===== src/sv/ises_pkg.sv =====
// shared types and constants of the idle/sleep energy supervisor
package ises_pkg;

  localparam int unsigned Window     = 20;
  localparam int unsigned KindNum    = 5;
  localparam logic [9:0]  EnergyMax  = 10'd1000;
  localparam int unsigned AddrWidth  = 5;

  // reset values of the configuration registers
  localparam logic [15:0] IdleThresholdRst   = 16'd50;
  localparam logic [15:0] IdleLimitRst       = 16'd60;
  localparam logic [15:0] CircadianPeriodRst = 16'd600;
  localparam logic [15:0] CooldownTicksRst   = 16'd30;
  localparam logic [9:0]  EnergyLowRst       = 10'd200;
  localparam logic [9:0]  EnergyRearmRst     = 10'd300;
  localparam logic [9:0]  InferenceCostRst   = 10'd5;
  localparam logic [9:0]  SurgeryCostRst     = 10'd20;

  typedef enum logic [2:0] {
    CmdTick       = 3'd0,
    CmdSleepDone  = 3'd1,
    CmdSleepStart = 3'd2,
    CmdInfer      = 3'd3,
    CmdExec       = 3'd4
  } ises_cmd_e;

  typedef enum logic [2:0] {
    KindPulse       = 3'd0,
    KindLowSuccess  = 3'd1,
    KindLowEnergy   = 3'd2,
    KindIdleSleep   = 3'd3,
    KindPeriodSleep = 3'd4
  } ises_kind_e;

  typedef enum logic [2:0] {
    RegIdleThreshold   = 3'd0,
    RegIdleLimit       = 3'd1,
    RegCircadianPeriod = 3'd2,
    RegCooldownTicks   = 3'd3,
    RegEnergyLow       = 3'd4,
    RegEnergyRearm     = 3'd5,
    RegInferenceCost   = 3'd6,
    RegSurgeryCost     = 3'd7
  } ises_reg_e;

  typedef struct packed {
    logic [2:0]  cmd;
    logic [15:0] load_permille;
    logic [4:0]  successes;
    logic [4:0]  evaluated;
    logic        is_surgery;
  } ises_in_t;

  typedef struct packed {
    logic [2:0] kind;
    logic [9:0] energy;
    logic [4:0] success_count;
    logic [4:0] eval_count;
    logic       last;
  } ises_out_t;

  typedef struct packed {
    logic [15:0] idle_threshold;
    logic [15:0] idle_limit;
    logic [15:0] circadian_period;
    logic [15:0] cooldown_ticks;
    logic [9:0]  energy_low;
    logic [9:0]  energy_rearm;
    logic [9:0]  inference_cost;
    logic [9:0]  surgery_cost;
  } ises_cfg_t;

  // results of one tick: bit k of pend set means a result of kind k is due
  typedef struct packed {
    logic [KindNum-1:0] pend;
    logic [9:0]         energy;
    logic [4:0]         succ;
    logic [4:0]         eval;
  } ises_bundle_t;

endpackage


===== src/sv/ises_cfg.sv =====
// apb configuration register file
module ises_cfg (
  input  logic                                clk_i,
  input  logic                                rst_ni,
  input  logic                                psel,
  input  logic                                penable,
  input  logic                                pwrite,
  input  logic [ises_pkg::AddrWidth-1:0]      paddr,
  input  logic [31:0]                         pwdata,
  output logic [31:0]                         prdata,
  output logic                                pready,
  output ises_pkg::ises_cfg_t                 cfg_o
);

  ises_pkg::ises_cfg_t cfg_q, cfg_d;
  logic                wr_en;
  logic [2:0]          reg_idx;

  assign pready  = 1'b1;
  assign wr_en   = psel && penable && pwrite;
  assign reg_idx = paddr[4:2];
  assign cfg_o   = cfg_q;

  always_comb begin
    cfg_d = cfg_q;
    if (wr_en) begin
      case (reg_idx)
        ises_pkg::RegIdleThreshold:   cfg_d.idle_threshold   = pwdata[15:0];
        ises_pkg::RegIdleLimit:       cfg_d.idle_limit       = pwdata[15:0];
        ises_pkg::RegCircadianPeriod: cfg_d.circadian_period = pwdata[15:0];
        ises_pkg::RegCooldownTicks:   cfg_d.cooldown_ticks   = pwdata[15:0];
        ises_pkg::RegEnergyLow:       cfg_d.energy_low       = pwdata[9:0];
        ises_pkg::RegEnergyRearm:     cfg_d.energy_rearm     = pwdata[9:0];
        ises_pkg::RegInferenceCost:   cfg_d.inference_cost   = pwdata[9:0];
        ises_pkg::RegSurgeryCost:     cfg_d.surgery_cost     = pwdata[9:0];
        default: ;
      endcase
    end
  end

  always_comb begin
    case (reg_idx)
      ises_pkg::RegIdleThreshold:   prdata = {16'd0, cfg_q.idle_threshold};
      ises_pkg::RegIdleLimit:       prdata = {16'd0, cfg_q.idle_limit};
      ises_pkg::RegCircadianPeriod: prdata = {16'd0, cfg_q.circadian_period};
      ises_pkg::RegCooldownTicks:   prdata = {16'd0, cfg_q.cooldown_ticks};
      ises_pkg::RegEnergyLow:       prdata = {22'd0, cfg_q.energy_low};
      ises_pkg::RegEnergyRearm:     prdata = {22'd0, cfg_q.energy_rearm};
      ises_pkg::RegInferenceCost:   prdata = {22'd0, cfg_q.inference_cost};
      ises_pkg::RegSurgeryCost:     prdata = {22'd0, cfg_q.surgery_cost};
      default:                      prdata = 32'd0;
    endcase
  end

  always_ff @(posedge clk_i or negedge rst_ni) begin
    if (!rst_ni) begin
      cfg_q.idle_threshold   <= ises_pkg::IdleThresholdRst;
      cfg_q.idle_limit       <= ises_pkg::IdleLimitRst;
      cfg_q.circadian_period <= ises_pkg::CircadianPeriodRst;
      cfg_q.cooldown_ticks   <= ises_pkg::CooldownTicksRst;
      cfg_q.energy_low       <= ises_pkg::EnergyLowRst;
      cfg_q.energy_rearm     <= ises_pkg::EnergyRearmRst;
      cfg_q.inference_cost   <= ises_pkg::InferenceCostRst;
      cfg_q.surgery_cost     <= ises_pkg::SurgeryCostRst;
    end else begin
      cfg_q <= cfg_d;
    end
  end

endmodule


===== src/sv/ises_core.sv =====
// input register, supervisor state and per-tick decision logic
module ises_core (
  input  logic                   clk_i,
  input  logic                   rst_ni,
  input  logic                   valid_i,
  output logic                   stall_o,
  input  ises_pkg::ises_in_t     item_i,
  input  ises_pkg::ises_cfg_t    cfg_i,
  input  logic                   bundle_free_i,
  output logic                   bundle_load_o,
  output ises_pkg::ises_bundle_t bundle_o
);

  logic               in_vld_q, in_vld_d;
  ises_pkg::ises_in_t in_q;

  logic [9:0]  energy_q, energy_d;
  logic        sleeping_q, sleeping_d;
  logic        low_sent_q, low_sent_d;
  logic [15:0] idle_q, idle_d;
  logic [15:0] period_q, period_d;
  logic [15:0] cooldown_q, cooldown_d;

  logic        is_tick, advance, accept;
  logic [4:0]  eval_c, succ_c;
  logic        idle;
  logic [10:0] e_up;
  logic [9:0]  e_sat, e_new;
  logic        fire_ls, fire_le, fire_is, fire_ps;
  logic [15:0] cd_base, idle_inc, per_inc, period_eff;
  logic        sleep_mid;

  assign is_tick = (in_q.cmd == ises_pkg::CmdTick);
  assign advance = in_vld_q && (!is_tick || bundle_free_i);
  assign stall_o = in_vld_q && !advance;
  assign accept  = valid_i && !stall_o;
  assign bundle_load_o = advance && is_tick;

  always_comb begin
    in_vld_d = in_vld_q;
    if (accept) begin
      in_vld_d = 1'b1;
    end else if (advance) begin
      in_vld_d = 1'b0;
    end
  end

  // tick datapath
  always_comb begin
    eval_c = ({3'd0, in_q.evaluated} > 8'(ises_pkg::Window)) ?
             5'(ises_pkg::Window) : in_q.evaluated;
    succ_c = (in_q.successes > eval_c) ? eval_c : in_q.successes;
    idle   = in_q.load_permille < cfg_i.idle_threshold;

    e_up  = {1'b0, energy_q} + (sleeping_q ? 11'd10 : 11'd2);
    e_sat = (e_up > {1'b0, ises_pkg::EnergyMax}) ? ises_pkg::EnergyMax : e_up[9:0];
    if (sleeping_q) begin
      e_new = e_sat;
    end else if (idle) begin
      e_new = e_sat - 10'd1;
    end else begin
      e_new = (energy_q > 10'd3) ? energy_q - 10'd3 : 10'd0;
    end

    fire_ls = (eval_c != 5'd0) && ((8'(succ_c) * 8'd10) < 8'(eval_c)) &&
              (cooldown_q == 16'd0);
    cd_base = fire_ls ? cfg_i.cooldown_ticks : cooldown_q;

    fire_le = (e_new < cfg_i.energy_low) && !low_sent_q;

    idle_inc = (idle_q == '1) ? idle_q : idle_q + 16'd1;
    if (idle) begin
      fire_is   = (idle_inc > cfg_i.idle_limit) && !sleeping_q;
      sleep_mid = fire_is || sleeping_q;
    end else begin
      fire_is   = 1'b0;
      sleep_mid = 1'b0;
    end

    per_inc    = (period_q == '1) ? period_q : period_q + 16'd1;
    period_eff = (cfg_i.circadian_period == 16'd0) ? 16'd1 : cfg_i.circadian_period;
    fire_ps    = (per_inc >= period_eff) && !sleep_mid;
  end

  always_comb begin
    energy_d   = energy_q;
    sleeping_d = sleeping_q;
    low_sent_d = low_sent_q;
    idle_d     = idle_q;
    period_d   = period_q;
    cooldown_d = cooldown_q;
    if (advance) begin
      case (in_q.cmd)
        ises_pkg::CmdTick: begin
          energy_d   = e_new;
          cooldown_d = (cd_base != 16'd0) ? cd_base - 16'd1 : 16'd0;
          if (e_new >= cfg_i.energy_rearm) begin
            low_sent_d = 1'b0;
          end else if (fire_le) begin
            low_sent_d = 1'b1;
          end
          if (idle) begin
            idle_d = fire_is ? 16'd0 : idle_inc;
          end else begin
            idle_d = 16'd0;
          end
          period_d   = fire_ps ? 16'd0 : per_inc;
          sleeping_d = sleep_mid || fire_ps;
        end
        ises_pkg::CmdSleepDone: begin
          sleeping_d = 1'b0;
          period_d   = 16'd0;
        end
        ises_pkg::CmdSleepStart: begin
          sleeping_d = 1'b1;
        end
        ises_pkg::CmdInfer: begin
          energy_d = (energy_q > cfg_i.inference_cost) ?
                     energy_q - cfg_i.inference_cost : 10'd0;
        end
        ises_pkg::CmdExec: begin
          if (in_q.is_surgery) begin
            energy_d = (energy_q > cfg_i.surgery_cost) ?
                       energy_q - cfg_i.surgery_cost : 10'd0;
          end
        end
        default: ;
      endcase
    end
  end

  // bit order follows the kind codes, the pulse is always due
  assign bundle_o.pend   = {fire_ps, fire_is, fire_le, fire_ls, 1'b1};
  assign bundle_o.energy = e_new;
  assign bundle_o.succ   = succ_c;
  assign bundle_o.eval   = eval_c;

  always_ff @(posedge clk_i) begin
    if (accept) begin
      in_q <= item_i;
    end
  end

  always_ff @(posedge clk_i or negedge rst_ni) begin
    if (!rst_ni) begin
      in_vld_q   <= 1'b0;
      energy_q   <= ises_pkg::EnergyMax;
      sleeping_q <= 1'b0;
      low_sent_q <= 1'b0;
      idle_q     <= 16'd0;
      period_q   <= 16'd0;
      cooldown_q <= 16'd0;
    end else begin
      in_vld_q   <= in_vld_d;
      energy_q   <= energy_d;
      sleeping_q <= sleeping_d;
      low_sent_q <= low_sent_d;
      idle_q     <= idle_d;
      period_q   <= period_d;
      cooldown_q <= cooldown_d;
    end
  end

endmodule


===== src/sv/ises_serializer.sv =====
// holds one tick's pending results and hands them out one per cycle while the output is not stalled
module ises_serializer (
  input  logic                   clk_i,
  input  logic                   rst_ni,
  input  logic                   bundle_load_i,
  input  ises_pkg::ises_bundle_t bundle_i,
  output logic                   bundle_free_o,
  output logic                   valid_o,
  input  logic                   stall_i,
  output ises_pkg::ises_out_t    result_o
);

  logic [ises_pkg::KindNum-1:0] pend_q, pend_d;
  logic [9:0]                   energy_q;
  logic [4:0]                   succ_q, eval_q;
  logic                         out_vld_q, out_vld_d;
  ises_pkg::ises_out_t          out_q, out_d;

  logic                         out_free, pop;
  logic [ises_pkg::KindNum-1:0] sel, rest;
  logic [2:0]                   kind;

  assign out_free      = !out_vld_q || !stall_i;
  assign pop           = out_free && (pend_q != '0);
  assign sel           = pend_q & (~pend_q + 1'b1);
  assign rest          = pend_q & ~sel;
  assign bundle_free_o = (pend_q == '0) || (pop && (rest == '0));

  always_comb begin
    kind = 3'd0;
    for (int i = 0; i < ises_pkg::KindNum; i++) begin
      if (sel[i]) begin
        kind = 3'(i);
      end
    end
  end

  always_comb begin
    pend_d = pend_q;
    if (bundle_load_i) begin
      pend_d = bundle_i.pend;
    end else if (pop) begin
      pend_d = rest;
    end
  end

  always_comb begin
    out_vld_d = out_vld_q;
    out_d     = out_q;
    if (pop) begin
      out_vld_d    = 1'b1;
      out_d.kind   = kind;
      out_d.energy = energy_q;
      out_d.last   = (rest == '0);
      // the counts only mean something on the pulse and the low-success alert
      if ((kind == ises_pkg::KindPulse) || (kind == ises_pkg::KindLowSuccess)) begin
        out_d.success_count = succ_q;
        out_d.eval_count    = eval_q;
      end else begin
        out_d.success_count = 5'd0;
        out_d.eval_count    = 5'd0;
      end
    end else if (out_free) begin
      out_vld_d = 1'b0;
    end
  end

  assign valid_o  = out_vld_q;
  assign result_o = out_q;

  always_ff @(posedge clk_i) begin
    if (bundle_load_i) begin
      energy_q <= bundle_i.energy;
      succ_q   <= bundle_i.succ;
      eval_q   <= bundle_i.eval;
    end
    out_q <= out_d;
  end

  always_ff @(posedge clk_i or negedge rst_ni) begin
    if (!rst_ni) begin
      pend_q    <= '0;
      out_vld_q <= 1'b0;
    end else begin
      pend_q    <= pend_d;
      out_vld_q <= out_vld_d;
    end
  end

endmodule


===== src/sv/idle_sleep_energy_supervisor.sv =====
// top level of the idle/sleep energy supervisor
// Event transactions (sleep complete, sleep started, inference, execution
// request) pass the input register and give no result, so they can be taken
// back to back. A tick transaction gives one to four results (pulse,
// low-success alert, low-energy alert, one sleep request); they pass the
// input register, the serializer's pending register and the output register,
// which emits one result per cycle while stall_i is low, so a tick holds the
// result path until all its results are out, while the next transaction
// already waits in the input register. Energy is kept in tenths between 0
// and 1000; registers sit on the APB port at 4*i.
module idle_sleep_energy_supervisor (
  input  logic                           clk_i,
  input  logic                           rst_ni,
  input  logic                           valid_i,
  output logic                           stall_o,
  input  ises_pkg::ises_in_t             item_i,
  output logic                           valid_o,
  input  logic                           stall_i,
  output ises_pkg::ises_out_t            result_o,
  input  logic                           psel,
  input  logic                           penable,
  input  logic                           pwrite,
  input  logic [ises_pkg::AddrWidth-1:0] paddr,
  input  logic [31:0]                    pwdata,
  output logic [31:0]                    prdata,
  output logic                           pready
);

  ises_pkg::ises_cfg_t    cfg;
  ises_pkg::ises_bundle_t bundle;
  logic                   bundle_load, bundle_free;

  ises_cfg u_cfg (
    .clk_i   (clk_i),
    .rst_ni  (rst_ni),
    .psel    (psel),
    .penable (penable),
    .pwrite  (pwrite),
    .paddr   (paddr),
    .pwdata  (pwdata),
    .prdata  (prdata),
    .pready  (pready),
    .cfg_o   (cfg)
  );

  ises_core u_core (
    .clk_i         (clk_i),
    .rst_ni        (rst_ni),
    .valid_i       (valid_i),
    .stall_o       (stall_o),
    .item_i        (item_i),
    .cfg_i         (cfg),
    .bundle_free_i (bundle_free),
    .bundle_load_o (bundle_load),
    .bundle_o      (bundle)
  );

  ises_serializer u_ser (
    .clk_i         (clk_i),
    .rst_ni        (rst_ni),
    .bundle_load_i (bundle_load),
    .bundle_i      (bundle),
    .bundle_free_o (bundle_free),
    .valid_o       (valid_o),
    .stall_i       (stall_i),
    .result_o      (result_o)
  );

endmodule


===== config.mk =====
export PLATFORM = sky130hd
export DESIGN_NAME = idle_sleep_energy_supervisor
export DESIGN_NICKNAME = d
export VERILOG_FILES = /design/src/sv/ises_pkg.sv /design/src/sv/ises_cfg.sv /design/src/sv/ises_core.sv /design/src/sv/ises_serializer.sv /design/src/sv/idle_sleep_energy_supervisor.sv
export SDC_FILE = /design/constraint.sdc
export NUM_CORES = 1
export LEC_CHECK = 0
export ABC_AREA = 1
export BUFFER_PORTS_ARGS = -buffer_cell sky130_fd_sc_hd__buf_2
export CAP_MARGIN = 40
export CORE_MARGIN = 4
export CORE_UTILIZATION = 35
export CTS_CLUSTER_SIZE = 25
export DETAILED_ROUTE_END_ITERATION = 12
export RECOVER_POWER = 25
export SYNTH_ARGS = -nofsm -noshare
export SYNTH_HDL_FRONTEND = slang
export SYNTH_HIERARCHICAL = 1
export SYNTH_SLANG_ARGS = --single-unit

===== constraint.sdc =====
create_clock -name clk_i -period 11.1 [get_ports clk_i]
set_clock_uncertainty 0.15 [all_clocks]
set_input_delay 0.555 -clock clk_i [delete_from_list [all_inputs] [get_ports clk_i]]
set_output_delay 0.555 -clock clk_i [all_outputs]
set_load 0.03 [all_outputs]

# Word level (Yosys, flattened, before mapping)
# Index checks and enable logic that the tools add are counted.
[totals]
register_bits = 245
inputBits = 74
output_inout_bits = 59
elab_cells = 164
[op_classes]
addsub = 9
mul = 1
n_lt_le_gt_ge = 12
n_eq_ne = 15
mux = 36
bitwise_logic = 4
n_reduce_logical = 57
[op_table]
columns = ["cell", "count"]
rows = [
  ["32-bit case mux with 8 select lines", 1],
  ["16-bit 2-to-1 mux", 8],
  ["10-bit 2-to-1 mux", 7],
  ["16-bit by 1-bit adder with 16-bit output (second input constant)", 2],
  ["16-bit == test (second input constant)", 2],
  ["16-bit zero test", 2],
  ["16-bit case mux with 2 select lines", 1],
  ["10-bit case mux with 3 select lines", 1],
  ["2-bit AND reduction", 11],
  ["10-bit > comparator", 2],
  ["5-bit 2-to-1 mux", 4],
  ["10-bit subtractor", 2],
  ["16-bit greater-or-equal comparator", 1],
  ["16-bit > comparator", 1],
  ["16-bit less-than comparator", 1],
  ["16-bit nonzero test", 1],
  ["16-bit by 1-bit subtractor with 16-bit output (second input constant)", 1],
  ["3-bit == test (second input constant)", 5],
  ["1-bit logical AND", 13],
  ["3-bit by 2-bit == test with 1-bit output (second input constant)", 4],
  ["10-bit by 11-bit adder with 11-bit output", 1],
  ["11-bit by 10-bit > comparator with 1-bit output (second input constant)", 1],
  ["5-bit bitwise AND", 2],
  ["10-bit greater-or-equal comparator", 1],
  ["other kinds (24)", 59],
]

# Logic depth before layout (Yosys ltp)
# Gate-level depths: netlist (run 1).
[logic_depth]
word_depth = 15
mapped_depth = 39
depth_no_buf = 38

# Modules after synthesis
# The synthesis (run 1) kept the hierarchy.
[modules_own_cells]
columns = ["module", "instances", "cells_per_inst", "area_each_um2", "seq_area_each_um2"]
rows = [
  ["ises_core", 1, 1340, 9142.5, 2434.8],
  ["ises_cfg", 1, 590, 5008.6, 2635.0],
  ["ises_serializer", 1, 124, 1814.2, 1471.4],
]

# Least setup slack after synthesis (run 1)
# OpenSTA, ideal clock, no wires.
[synth_timing]
kind = "reg-to-reg"
start = "register u_core/in_q[1] (netlist name)"
end = "register u_core.cooldown_q[12]"
setup_time_ns = 0.117
arrival_time_ns = 4.460
required_time_ns = 10.833
slack_ns = 6.373
path_stages_with_launch = 36
path_buffers = 1
synth_period_minus_slack_ns = 4.727
path_cell_list = "edfxtp_1 nor2_1 nand3_1 nand3_1 inv_1 nor2_1 inv_1 ha_1 nand2_1 nor2_2 nand2_1 nand3_2 nand2_1 o21ai_0 ha_1 ha_1 inv_1 fa_1 o21ai_1 nor3_2 nand2_1 nor2_1 nand2_1 nor2_4 buf_6 nand2_1 inv_1 a21oi_4 ha_1 nand3_1 nor2_1 nand2_1 nor2_2 nand3_1 nand3_1 nand2_1"
[synth_rtl]
columns = ["element", "line", "text"]
rows = [
  ["from (decl)", "ises_core.sv:15", "ises_pkg::ises_in_t in_q;"],
  ["from (signal assigned)", "ises_core.sv:140", "in_q <= item_i;"],
  ["to (signal assigned)", "ises_core.sv:160", "cooldown_q <= cooldown_d;"],
  ["to (decl)", "ises_core.sv:22", "logic [15:0] cooldown_q, cooldown_d;"],
]

==> results of run 1 <==
## critical path, cell delays in order
cell	delay [ns]
sky130_fd_sc_hd__dlygate4sd3_1	0.52
sky130_fd_sc_hd__clkbuf_1	0.74
sky130_fd_sc_hd__clkbuf_1	3.39
## area by class of cell
class / instances / area, sq um
timing repair buffer: 141 / 910
tap: 592 / 741
inverter: 318 / 1190
multi-input combinational: 1425 / 7800
sequential: 245 / 6540
clock buffer: 38 / 757
clock inverter: 12 / 180
fill: 4501 / 26500
## layer usage
| layer | GRT usage (%) | share of wire [%] | vias up | wire [microns] |
|---|---|---|---|---|
| li1 | - | - | 6958 | - |
| met1 | 24.2 | 46 | 6511 | 20500 |
| met2 | 29.0 | 46 | 359 | 20500 |
| met3 | 2.13 | 4.7 | 75 | 2110 |
| met4 | 5.60 | 3.3 | 0 | 1460 |
| met5 | 0 | 0 | - | 0 |
## where the power goes
| group | switching [W] | total [W] | internal, W |
|---|---|---|---|
| logic | 0.00121 | 0.00184 | 0.000628 |
| registers | 0.000186 | 0.00136 | 0.00117 |
| clock network | 0.000378 | 0.000948 | 0.000570 |
## layout by cell type, fill, tap and decap left out, types with 7 or more instances in the layout
master | Yosys | layout
sky130_fd_sc_hd__inv_1 | 310 | 309
sky130_fd_sc_hd__nor4_1 | 7 | 7
sky130_fd_sc_hd__xor2_1 | 28 | 28
sky130_fd_sc_hd__clkbuf_16 | 0 | 27
sky130_fd_sc_hd__nand2_1 | 498 | 498
sky130_fd_sc_hd__o21ai_0 | 99 | 99
sky130_fd_sc_hd__ha_1 | 111 | 111
sky130_fd_sc_hd__dfstp_2 | 32 | 32
sky130_fd_sc_hd__nor3_1 | 28 | 28
sky130_fd_sc_hd__nand2_2 | 13 | 13
sky130_fd_sc_hd__o21ai_1 | 53 | 53
sky130_fd_sc_hd__nor2_1 | 161 | 162
sky130_fd_sc_hd__dlygate4sd3_1 | 0 | 28
sky130_fd_sc_hd__dfrtp_1 | 139 | 139
sky130_fd_sc_hd__o21ai_2 | 17 | 17
sky130_fd_sc_hd__nand3_1 | 109 | 110
sky130_fd_sc_hd__nand4_1 | 90 | 90
sky130_fd_sc_hd__clkbuf_1 | 21 | 10
sky130_fd_sc_hd__a21oi_1 | 90 | 90
sky130_fd_sc_hd__inv_2 | 6 | 7
sky130_fd_sc_hd__conb_1 | 3 | 18
sky130_fd_sc_hd__or2_2 | 7 | 7
sky130_fd_sc_hd__o22ai_1 | 20 | 20
sky130_fd_sc_hd__buf_2 | 24 | 97
sky130_fd_sc_hd__buf_4 | 26 | 10
sky130_fd_sc_hd__edfxtp_1 | 74 | 74
## stage by stage
| step | worst slack, ns | hold WS (ns) |
|---|---|---|
| 4_1_cts | 5.44 | 0.00134 |
| 5_1_grt | 3.93 | 0.0111 |
| 6_report | 5.16 | 0.0334 |
| 3_3_place_gp | 5.59 | 0.258 |
| 3_5_place_dp | 5.46 | 0.255 |
| 2_1_floorplan | 6.37 | 0.109 |
## registers in the layout, summed over array words and instances (netlist names)
| signal | cells |
|---|---|
| u_cfg/cfg_o | 104 |
| u_core/sleeping_q | 1 |
| u_core/low_sent_q | 1 |
| u_core/energy_q | 10 |
| u_core/idle_q | 16 |
| u_ser/succ_q | 5 |
| u_ser/result_o | 24 |
| u_ser/valid_o | 1 |
| u_core/period_q | 16 |
| u_ser/pend_q | 5 |
| u_core/in_q | 30 |
| u_ser/energy_q | 10 |
| u_ser/eval_q | 5 |
| u_core/cooldown_q | 16 |
| u_core/in_vld_q | 1 |
## cell usage after synthesis (4+ instances only)
cell type	instances	area share (%)
sky130_fd_sc_hd__a21oi_1	90	2.8
sky130_fd_sc_hd__buf_2	24	0.75
sky130_fd_sc_hd__nand4_1	90	3.5
sky130_fd_sc_hd__xor2_1	28	1.5
sky130_fd_sc_hd__nand2_1	498	12
sky130_fd_sc_hd__o21ai_0	99	3.1
sky130_fd_sc_hd__nor4_1	7	0.27
sky130_fd_sc_hd__dfstp_2	32	5.3
sky130_fd_sc_hd__nand2_2	13	0.51
sky130_fd_sc_hd__or2_2	7	0.27
sky130_fd_sc_hd__nor2_2	5	0.20
sky130_fd_sc_hd__nor2_1	161	3.8
sky130_fd_sc_hd__dfrtp_1	139	22
sky130_fd_sc_hd__o21ai_1	53	1.7
sky130_fd_sc_hd__clkbuf_1	21	0.49
sky130_fd_sc_hd__buf_1	4	0.094
sky130_fd_sc_hd__nand3_2	7	0.44
sky130_fd_sc_hd__ha_1	111	8.7
sky130_fd_sc_hd__edfxtp_1	74	14
sky130_fd_sc_hd__o22ai_1	20	0.78
sky130_fd_sc_hd__buf_6	6	0.42
sky130_fd_sc_hd__nand3_1	109	3.4
sky130_fd_sc_hd__o21ai_2	17	0.93
sky130_fd_sc_hd__xnor2_1	6	0.33
sky130_fd_sc_hd__nor2_4	4	0.28
sky130_fd_sc_hd__inv_2	6	0.14
sky130_fd_sc_hd__a31oi_1	4	0.16
sky130_fd_sc_hd__nand3b_1	4	0.19
sky130_fd_sc_hd__o211ai_1	5	0.24
sky130_fd_sc_hd__nor3_1	28	0.88
sky130_fd_sc_hd__buf_4	26	1.2
sky130_fd_sc_hd__inv_1	310	7.3
## path summary, 6_finish.rpt
| path | from | to | cells after the start |
|---|---|---|---|
| max in group clk_i | u_core/in_q[1] | u_core/cooldown_q[1] | 34 |
| hold / removal | item_i[1] | u_core/in_q[1] | 1 |
| setup reg to reg | u_core/in_q[1] | u_core/cooldown_q[1] | 34 |
| setup / recovery | rst_ni | u_ser/pend_q[0] | 3 |
| min in group asynchronous | rst_ni | u_core/period_q[1] | 2 |
| hold reg to reg | u_ser/energy_q[9] | u_ser/result_o[20] | 0 |
## logic make-up (layout without fill, tap and decap cells)
logic type,Yosys count,count (layout),share of synthesized area [%]
AND/OR/NAND/NOR,944,944,26.3
buffers and inverters,399,509,10.5
AO/OA/AOI/OAI,315,315,11.3
flip-flops,245,245,41.0
adder cells (fa/ha/maj),114,114,9.08
XOR/XNOR,34,34,1.87
other,3,18,0.0705
## what timing repair did
action | 4_1_cts | 5_1_grt
hold endpoints to repair | 55 | 0
setup endpoints to repair | 0 | 0
hold buffers | 28 | 0
gates resized for setup | 0 | 0
==> impl_metrics.yaml, run 1 <==
outcome:
  run_status: "finished, violations left"
  violations: "max-capacitance violations, max-slew violations"
critical_path:
  rrSetupSlack_ns: 5.52
  worst-endpoint-required_ns: 10.47
  crit_fanout: 88
  start_kind: "input pin"
  worstPathArrival_ns: 5.31
  setup.worst_path.class: "in2async"
  endpoint_kind: "async pin"
timing:
  clock.fmax_mhz: 168
  final_hold_viol_count: 0
  worst-slew-pin-transition_ns: 4.80
  timing.setup.tns_ns: 0
  slew-limit-headroom_pct: -220
  period_needed_ns: 5.94
  setup_viol: 0
  report.final.slew_viol_count: 89
  rsz0062_at_grt: "no"
  post_route_clock_period_utilization_pct: 53.5
finish:
  synthesis_to_layout_area_growth_pct: 13.5
  fin_nets: 2346
  antenna_cells: 0
  finalNonFillerCells: 2771
  finish.instance_area_sq_um: 18100
  drive_gt1_share_pct: 11.8
  utilization_pct: 40.6
place:
  finalWeightedCongestion: 0.922
  detailed_place_hpwl_mm: 33.5
  io_buffer_count: 97
  dpl_cell_area_sq_um: 17000
  placed_cells_incl_taps: 2693
clock_tree:
  cts.clk_slew.worst_paths_ns: 0.06
  cts.sinks: 245
  clockBufferDepth: 3
  tritoncts.num_buffers: 27
  cts_htree_levels: 1
  clk_lat_worst_skew_ns: 0.58
  root_buffer: "sky130_fd_sc_hd__clkbuf_16"
  tritoncts: "built"
  number_of_setup_buffers_added_after_cts: 0
synthesis:
  synth-main-ff-cell: "sky130_fd_sc_hd__dfrtp_1"
  sequential_share_of_the_synthesized_area_pct: 41.0
  synthDistinctLibCells: 59
  synth.ff_latch_count: 245
  avgSynthCellArea_sq_um: 7.77
  postSynth.asyncResetShare_pct: 69.8
  ys.warnings.count: 6
  syn-cell-area_sq_um: 16000
  post_synth_inst_count: 2054
  synth_enable_flop_cells: 74
die:
  initial_utilization_pct: 35.8
  chipHeight_microns: 222
  design.die.area_sq_um: 49100
  placementRows: 77
  core_region_area_sq_um: 44600
  top_level_ports: 133
  dieWidth_microns: 222
flow_run:
  maxCapViolations: 1
global_route:
  first_global_vias: 13344
  grt-ovfl-total: 0
  number_of_antenna_violations_at_the_first_check_in_global_routing: 0
  grt_util_all_layers_pct: 17.6
  maximum_number_of_pins_on_one_net_before_global_route_repair: 89
  global_route_wire_length_before_repair_mm: 71.2
power:
  power.total_w: 0.00414
  power_leakage_nw: 8.80
  worst_vdd_ir_v: 0.000126
  pwr_dens_nw_per_um2: 228
routing:
  average_detailed_routed_wire_length_per_instance_microns: 16.1
  vias: 13903
  first_pass_iters: 7
  detail_route.iter0.violations: 979
  drt_drc_violations_left: 0
  routed_wl_mm: 44.6
  vias_per_inst: 5.02
  detail-route-antenna-nets: 0
worst_hold_path:
  worstHoldPathType: "in2reg"
Power figures use the tool's default switching activity.
==> inputs of run 2 (changes only) <==
==> constraint.sdc (replaced) <==
create_clock -name clk_i -period 5.31 [get_ports clk_i]
set_clock_uncertainty 0.15 [all_clocks]
set_input_delay 0.2655 -clock clk_i [delete_from_list [all_inputs] [get_ports clk_i]]
set_output_delay 0.2655 -clock clk_i [all_outputs]
set_load 0.03 [all_outputs]
==> run 2 against run 1 <==
The run still ends with max-capacitance violations, max-slew violations left. Sequential share of layout area decreased by 0.90 points. Via count increased by 1.6%. Sequential power increased by 110%. Die area unchanged. Utilization increased by 1.0 points.
==> impl_metrics.yaml, run 2 (synthesized netlist as in run 1, its figures left out) <==
global_route:
  first_global_vias: 13618
  global_route_wire_length_before_repair_mm: 72.1
  maximum_number_of_pins_on_one_net_before_global_route_repair: 88
  number_of_antenna_violations_at_the_first_check_in_global_routing: 0
  grt-ovfl-total: 0
  grt_util_all_layers_pct: 17.8
finish:
  drive_gt1_share_pct: 13.0
  fin_nets: 2387
  mostFrequentLayoutCells: "sky130_fd_sc_hd__nand2_1, sky130_fd_sc_hd__inv_1, sky130_fd_sc_hd__nor2_1, sky130_fd_sc_hd__dfrtp_1, sky130_fd_sc_hd__ha_1"
  synthesis_to_layout_area_growth_pct: 16.4
  sequential_cell_area_sq_um: 6540
  largest_reg_flops: 104
  mostFrequentLayoutCell: "sky130_fd_sc_hd__nand2_1"
  fillCellCount: 4439
  multi_input_area_sq_um: 7850
  antenna_cells: 0
  utilization_pct: 41.7
routing:
  vias: 14130
  drt_drc_violations_left: 0
  routed_wl_mm: 45.5
  detail-route-antenna-nets: 0
  average_detailed_routed_wire_length_per_instance_microns: 16.2
  detail_route.iter0.violations: 1125
  first_pass_iters: 6
  vias_per_inst: 5.02
critical_path:
  endpoint_kind: "flop"
  start_kind: "flop"
  setup.worst_path.class: "reg2reg"
  worst-endpoint-required_ns: 5.64
  crit_path_frequent_cell: "sky130_fd_sc_hd__nand2_1"
  worstPathArrival_ns: 5.22
  cpPeakStageDelay_ns: 0.50
  critical-path-slowest-cell: "sky130_fd_sc_hd__fa_1"
  rr_worst_depth: 36
  crit_fanout: 8
outcome:
  violations: "max-capacitance violations, max-slew violations"
  run_status: "finished, violations left"
timing:
  worst-slew-pin-transition_ns: 2.79
  report.final.slew_viol_count: 141
  final_hold_viol_count: 0
  post_route_clock_period_utilization_pct: 92.2
  slew-limit-headroom_pct: -85.7
  setup_viol: 0
  period_needed_ns: 4.90
  clock.fmax_mhz: 204
clock_tree:
  cts.sinks: 245
  tritoncts.num_buffers: 30
  root_buffer: "sky130_fd_sc_hd__clkbuf_16"
  cts_htree_levels: 1
  clk_lat_worst_skew_ns: 0.60
  tritoncts: "built"
  cts.clk_slew.worst_paths_ns: 0.06
  clockBufferDepth: 3
worst_hold_path:
  worstHoldPathCells: 5
  worstHoldPathType: "in2reg"
power:
  worst_vdd_ir_v: 0.000246
  power.total_w: 0.00887
  power_leakage_nw: 9.02
  pwr_dens_nw_per_um2: 478
die:
  core_region_area_sq_um: 44600
  chipHeight_microns: 222
  dieWidth_microns: 222
  design.die.area_sq_um: 49100
  top_level_ports: 133
  initial_utilization_pct: 35.8
  placementRows: 77
place:
  detailed_place_hpwl_mm: 33.9
  finalWeightedCongestion: 0.884
  io_buffer_count: 97
flow_run:
  maxCapViolations: 2
run 2: critical path, delay by kind of cell, from the launching register on:
| family | cells | cell delay (ns) |
|---|---|---|
| adders and majority gates | 5 | 1.41 |
| DFF | 1 | 0.41 |
| buffers and inverters | 6 | 0.46 |
| AOI/OAI and AO/OA | 5 | 0.47 |
| and+or+nand+nor | 20 | 1.89 |
run 2: worst paths after layout:
| check | from | endpoint | slack (ns) |
|---|---|---|---|
| worst max-delay path | u_core/in_q[2] | u_core/cooldown_q[8] | 0.41 |
| worst min-delay path | penable | u_cfg/cfg_o[10] | 0.09 |
| worst max register to register | u_core/in_q[2] | u_core/cooldown_q[8] | 0.41 |
| worst min register to register | u_ser/energy_q[3] | u_ser/result_o[14] | 0.27 |
| max in group asynchronous | rst_ni | u_core/energy_q[0] | 2.24 |
| min in group asynchronous | rst_ni | u_core/period_q[15] | 0.95 |
run 2: through the flow:
step                setup TNS, ns  hold slack [ns]  instances  cell area, sq um  worst slack (ns)
finish                          0           0.0866       2815             18600             0.413
detailed placement              0            0.185       2708             17000             0.154
global placement                0            0.253       2703             17000             0.294
global route              -0.0539           0.0974       2815             18600           -0.0503
CTS                             0           0.0463       2813             18600             0.166
floorplan                       0           -0.180       2069             16000             0.583
run 2: layout make-up:
type	count	share of cell area, %
multi-input combinational	1425	42.2
sequential	245	35.2
timing repair buffer	179	6.69
inverter	318	6.42
clock buffer	39	4.49
tap	592	3.99
clock inverter	17	0.983
run 2: report_power, final:
part / internal [W] / total, W / switching (W)
Combinational: 0.00139 / 0.00396 / 0.00257
Sequential: 0.00244 / 0.00283 / 0.000386
Clock: 0.00125 / 0.00208 / 0.000832
run 2: timing repair:
action	4_1_cts	5_1_grt
buffers inserted	0	2
setup endpoints to repair	0	16
endpoints found under the hold margin	198	0
resized for setup	0	20
hold buffers	49	0
run 2: routing by layer:
layer	vias to the layer above	part of all wire, %	track usage (%)
met3	76	4.9	2.37
met5	-	0	0
met2	389	48	30.7
met1	6644	44	23.4
li1	7021	-	-
met4	0	3.1	5.64
==> inputs of run 3 (changes only) <==
--- a/config.mk
+++ b/config.mk
@@ -10,9 +10,11 @@
 export CAP_MARGIN = 40
 export CORE_MARGIN = 4
 export CORE_UTILIZATION = 35
+export CTS_BUF_LIST = sky130_fd_sc_hd__clkbuf_4 sky130_fd_sc_hd__clkbuf_8 sky130_fd_sc_hd__clkbuf_16
 export CTS_CLUSTER_SIZE = 25
 export DETAILED_ROUTE_END_ITERATION = 12
 export RECOVER_POWER = 25
+export SETUP_SLACK_MARGIN = 0.2
 export SYNTH_ARGS = -nofsm -noshare
 export SYNTH_HDL_FRONTEND = slang
 export SYNTH_HIERARCHICAL = 1
==> run 3 against run 2 <==
The flow still finishes with violations (max-capacitance violations, max-slew violations). Die area stayed put. Combinational power grew 2%. Clock power about the same. Highest routed layer unchanged.
==> impl_metrics.yaml, run 3 (synthesized netlist as in run 1, its figures left out) <==
finish:
  finish.instance_area_sq_um: 18800
  mostFrequentLayoutCells: "sky130_fd_sc_hd__nand2_1, sky130_fd_sc_hd__inv_1, sky130_fd_sc_hd__nor2_1, sky130_fd_sc_hd__dfrtp_1, sky130_fd_sc_hd__ha_1"
  mostFrequentLayoutCell: "sky130_fd_sc_hd__nand2_1"
  drive_gt1_share_pct: 14.7
  largest_reg_flops: 104
  fillCellCount: 4437
  sequential_cell_area_sq_um: 6540
  fin_nets: 2398
  multi_input_area_sq_um: 7940
  antenna_cells: 0
  synthesis_to_layout_area_growth_pct: 17.6
  finalNonFillerCells: 2826
routing:
  first_pass_iters: 5
  drt_drc_violations_left: 0
  vias_per_inst: 5.04
  average_detailed_routed_wire_length_per_instance_microns: 16.2
  routed_wl_mm: 45.7
  detail_route.iter0.violations: 1156
  detail-route-antenna-nets: 0
  vias: 14247
clock_tree:
  cts.clk_slew.worst_paths_ns: 0.06
  clockBufferDepth: 3
  clk_lat_worst_skew_ns: 0.60
  tritoncts.num_buffers: 30
  cts.sinks: 245
  cts_htree_levels: 1
  root_buffer: "sky130_fd_sc_hd__clkbuf_16"
  tritoncts: "built"
power:
  power_frac_comb_pct: 45.0
  pwr_dens_nw_per_um2: 477
  power_leakage_nw: 9.10
  clock_power_share_pct: 23.4
  worst_vdd_ir_v: 0.000245
  seqPwrFrac_pct: 31.6
  sw_frac_of_total_pct: 42.6
  netSwitchingPower_w: 0.00382
  internal-power_w: 0.00515
place:
  dp_slack_ns: 0.154
  detailed_place_hpwl_mm: 33.9
  finalWeightedCongestion: 0.884
  io_buffer_count: 97
  dpl_cell_area_sq_um: 17000
  placed_cells_incl_taps: 2708
global_route:
  first_global_vias: 13612
  maximum_number_of_pins_on_one_net_before_global_route_repair: 88
  grt_util_all_layers_pct: 17.8
  number_of_antenna_violations_at_the_first_check_in_global_routing: 0
  global_route_wire_length_before_repair_mm: 72.1
  grt-ovfl-total: 0
timing:
  clock.fmax_mhz: 202
  slew-limit-headroom_pct: -88.9
  layout_setup_ws_ns: 0.356
  worst-slew-pin-transition_ns: 2.83
  rsz0062_at_grt: "no"
  post_route_clock_period_utilization_pct: 93.3
  timing.setup.tns_ns: 0
  period_needed_ns: 4.95
  report.final.slew_viol_count: 141
  finalHoldWorstSlack_ns: 0.107
  setup_viol: 0
  final_hold_viol_count: 0
flow_run:
  maxCapViolations: 2
die:
  top_level_ports: 133
  chipHeight_microns: 222
  dieWidth_microns: 222
  design.die.area_sq_um: 49100
  core_region_area_sq_um: 44600
  placementRows: 77
  initial_utilization_pct: 35.8
critical_path:
  critical_path_buf_inv_count: 5
  worst-endpoint-required_ns: 5.63
  worstPathArrival_ns: 5.27
  crit_fanout: 8
  critical-path-top-delay-family: "simple AND/OR/NAND/NOR gates"
  crit_path_frequent_cell: "sky130_fd_sc_hd__nand2_1"
  start_kind: "flop"
  cpPeakStageDelay_ns: 0.56
  setup.worst_path.class: "reg2reg"
  endpoint_kind: "flop"
  critical-path-slowest-cell: "sky130_fd_sc_hd__fa_1"
worst_hold_path:
  worstHoldPathType: "in2reg"
outcome:
  run_status: "finished, violations left"
  violations: "max-capacitance violations, max-slew violations"
run 3: final cells by class:
cell class,instances,area share (%)
multi-input combinational,1425,42.3
sequential,245,34.8
timing repair buffer,190,7.08
inverter,318,6.36
clock buffer,39,4.52
tap,592,3.94
clock inverter,17,0.973
run 3: power by group through the flow:
stage	Combinational [W]	Sequential, W	Clock (W)
finish	0.00404	0.00283	0.00210
global route	0.00456	0.00289	0.00224
CTS	0.00392	0.00283	0.00215
detailed placement	0.00387	0.00286	0
global placement	0.00376	0.00285	0
floorplan	0.00276	0.00284	0
run 3: routing by layer:
layer / share of wire, % / global-route usage (%) / up-vias
met5: 0 / 0 / -
met4: 3.1 / 5.64 / 0
met3: 4.9 / 2.37 / 76
met2: 49 / 30.7 / 395
met1: 43 / 23.4 / 6731
li1: - / - / 7045
run 3: metrics by stage:
stage	power (W)	util (%)
3_3_place_gp	0.00661	38.0
3_5_place_dp	0.00673	38.2
2_1_floorplan	0.00561	-
5_1_grt	0.00968	42.1
6_report	0.00897	42.1
4_1_cts	0.00890	41.6
run 3: path summary, 6_finish.rpt:
| check | start | cells past startpoint | to | slack (ns) |
|---|---|---|---|---|
| worst max-delay path | u_core/in_q[2] | 34 | u_core/cooldown_q[2] | 0.36 |
| worst min-delay path | penable | 5 | u_cfg/cfg_o[10] | 0.11 |
| worst max register to register | u_core/in_q[2] | 34 | u_core/cooldown_q[2] | 0.36 |
| worst min register to register | u_ser/energy_q[3] | 0 | u_ser/result_o[14] | 0.27 |
| max in group asynchronous | rst_ni | 3 | u_core/energy_q[0] | 2.17 |
| min in group asynchronous | rst_ni | 3 | u_core/period_q[15] | 0.98 |
run 3: worst register-to-register path: cells and delay by family, from the launching register on:
kind | cells | cell delay [ns]
adders and majority gates | 4 | 1.26
AOI/OAI and AO/OA | 4 | 0.40
and+or+nand+nor | 21 | 2.14
buffers and inverters | 5 | 0.51
DFF | 1 | 0.41
run 3: timing repair:
| item | 4_1_cts | 5_1_grt |
|---|---|---|
| pin swaps | 0 | 23 |
| hold endpoints to repair | 198 | 0 |
| hold buffers | 49 | 0 |
| setup endpoints to repair | 2 | 16 |
| buffers inserted | 0 | 13 |
| gates resized for setup | 4 | 47 |
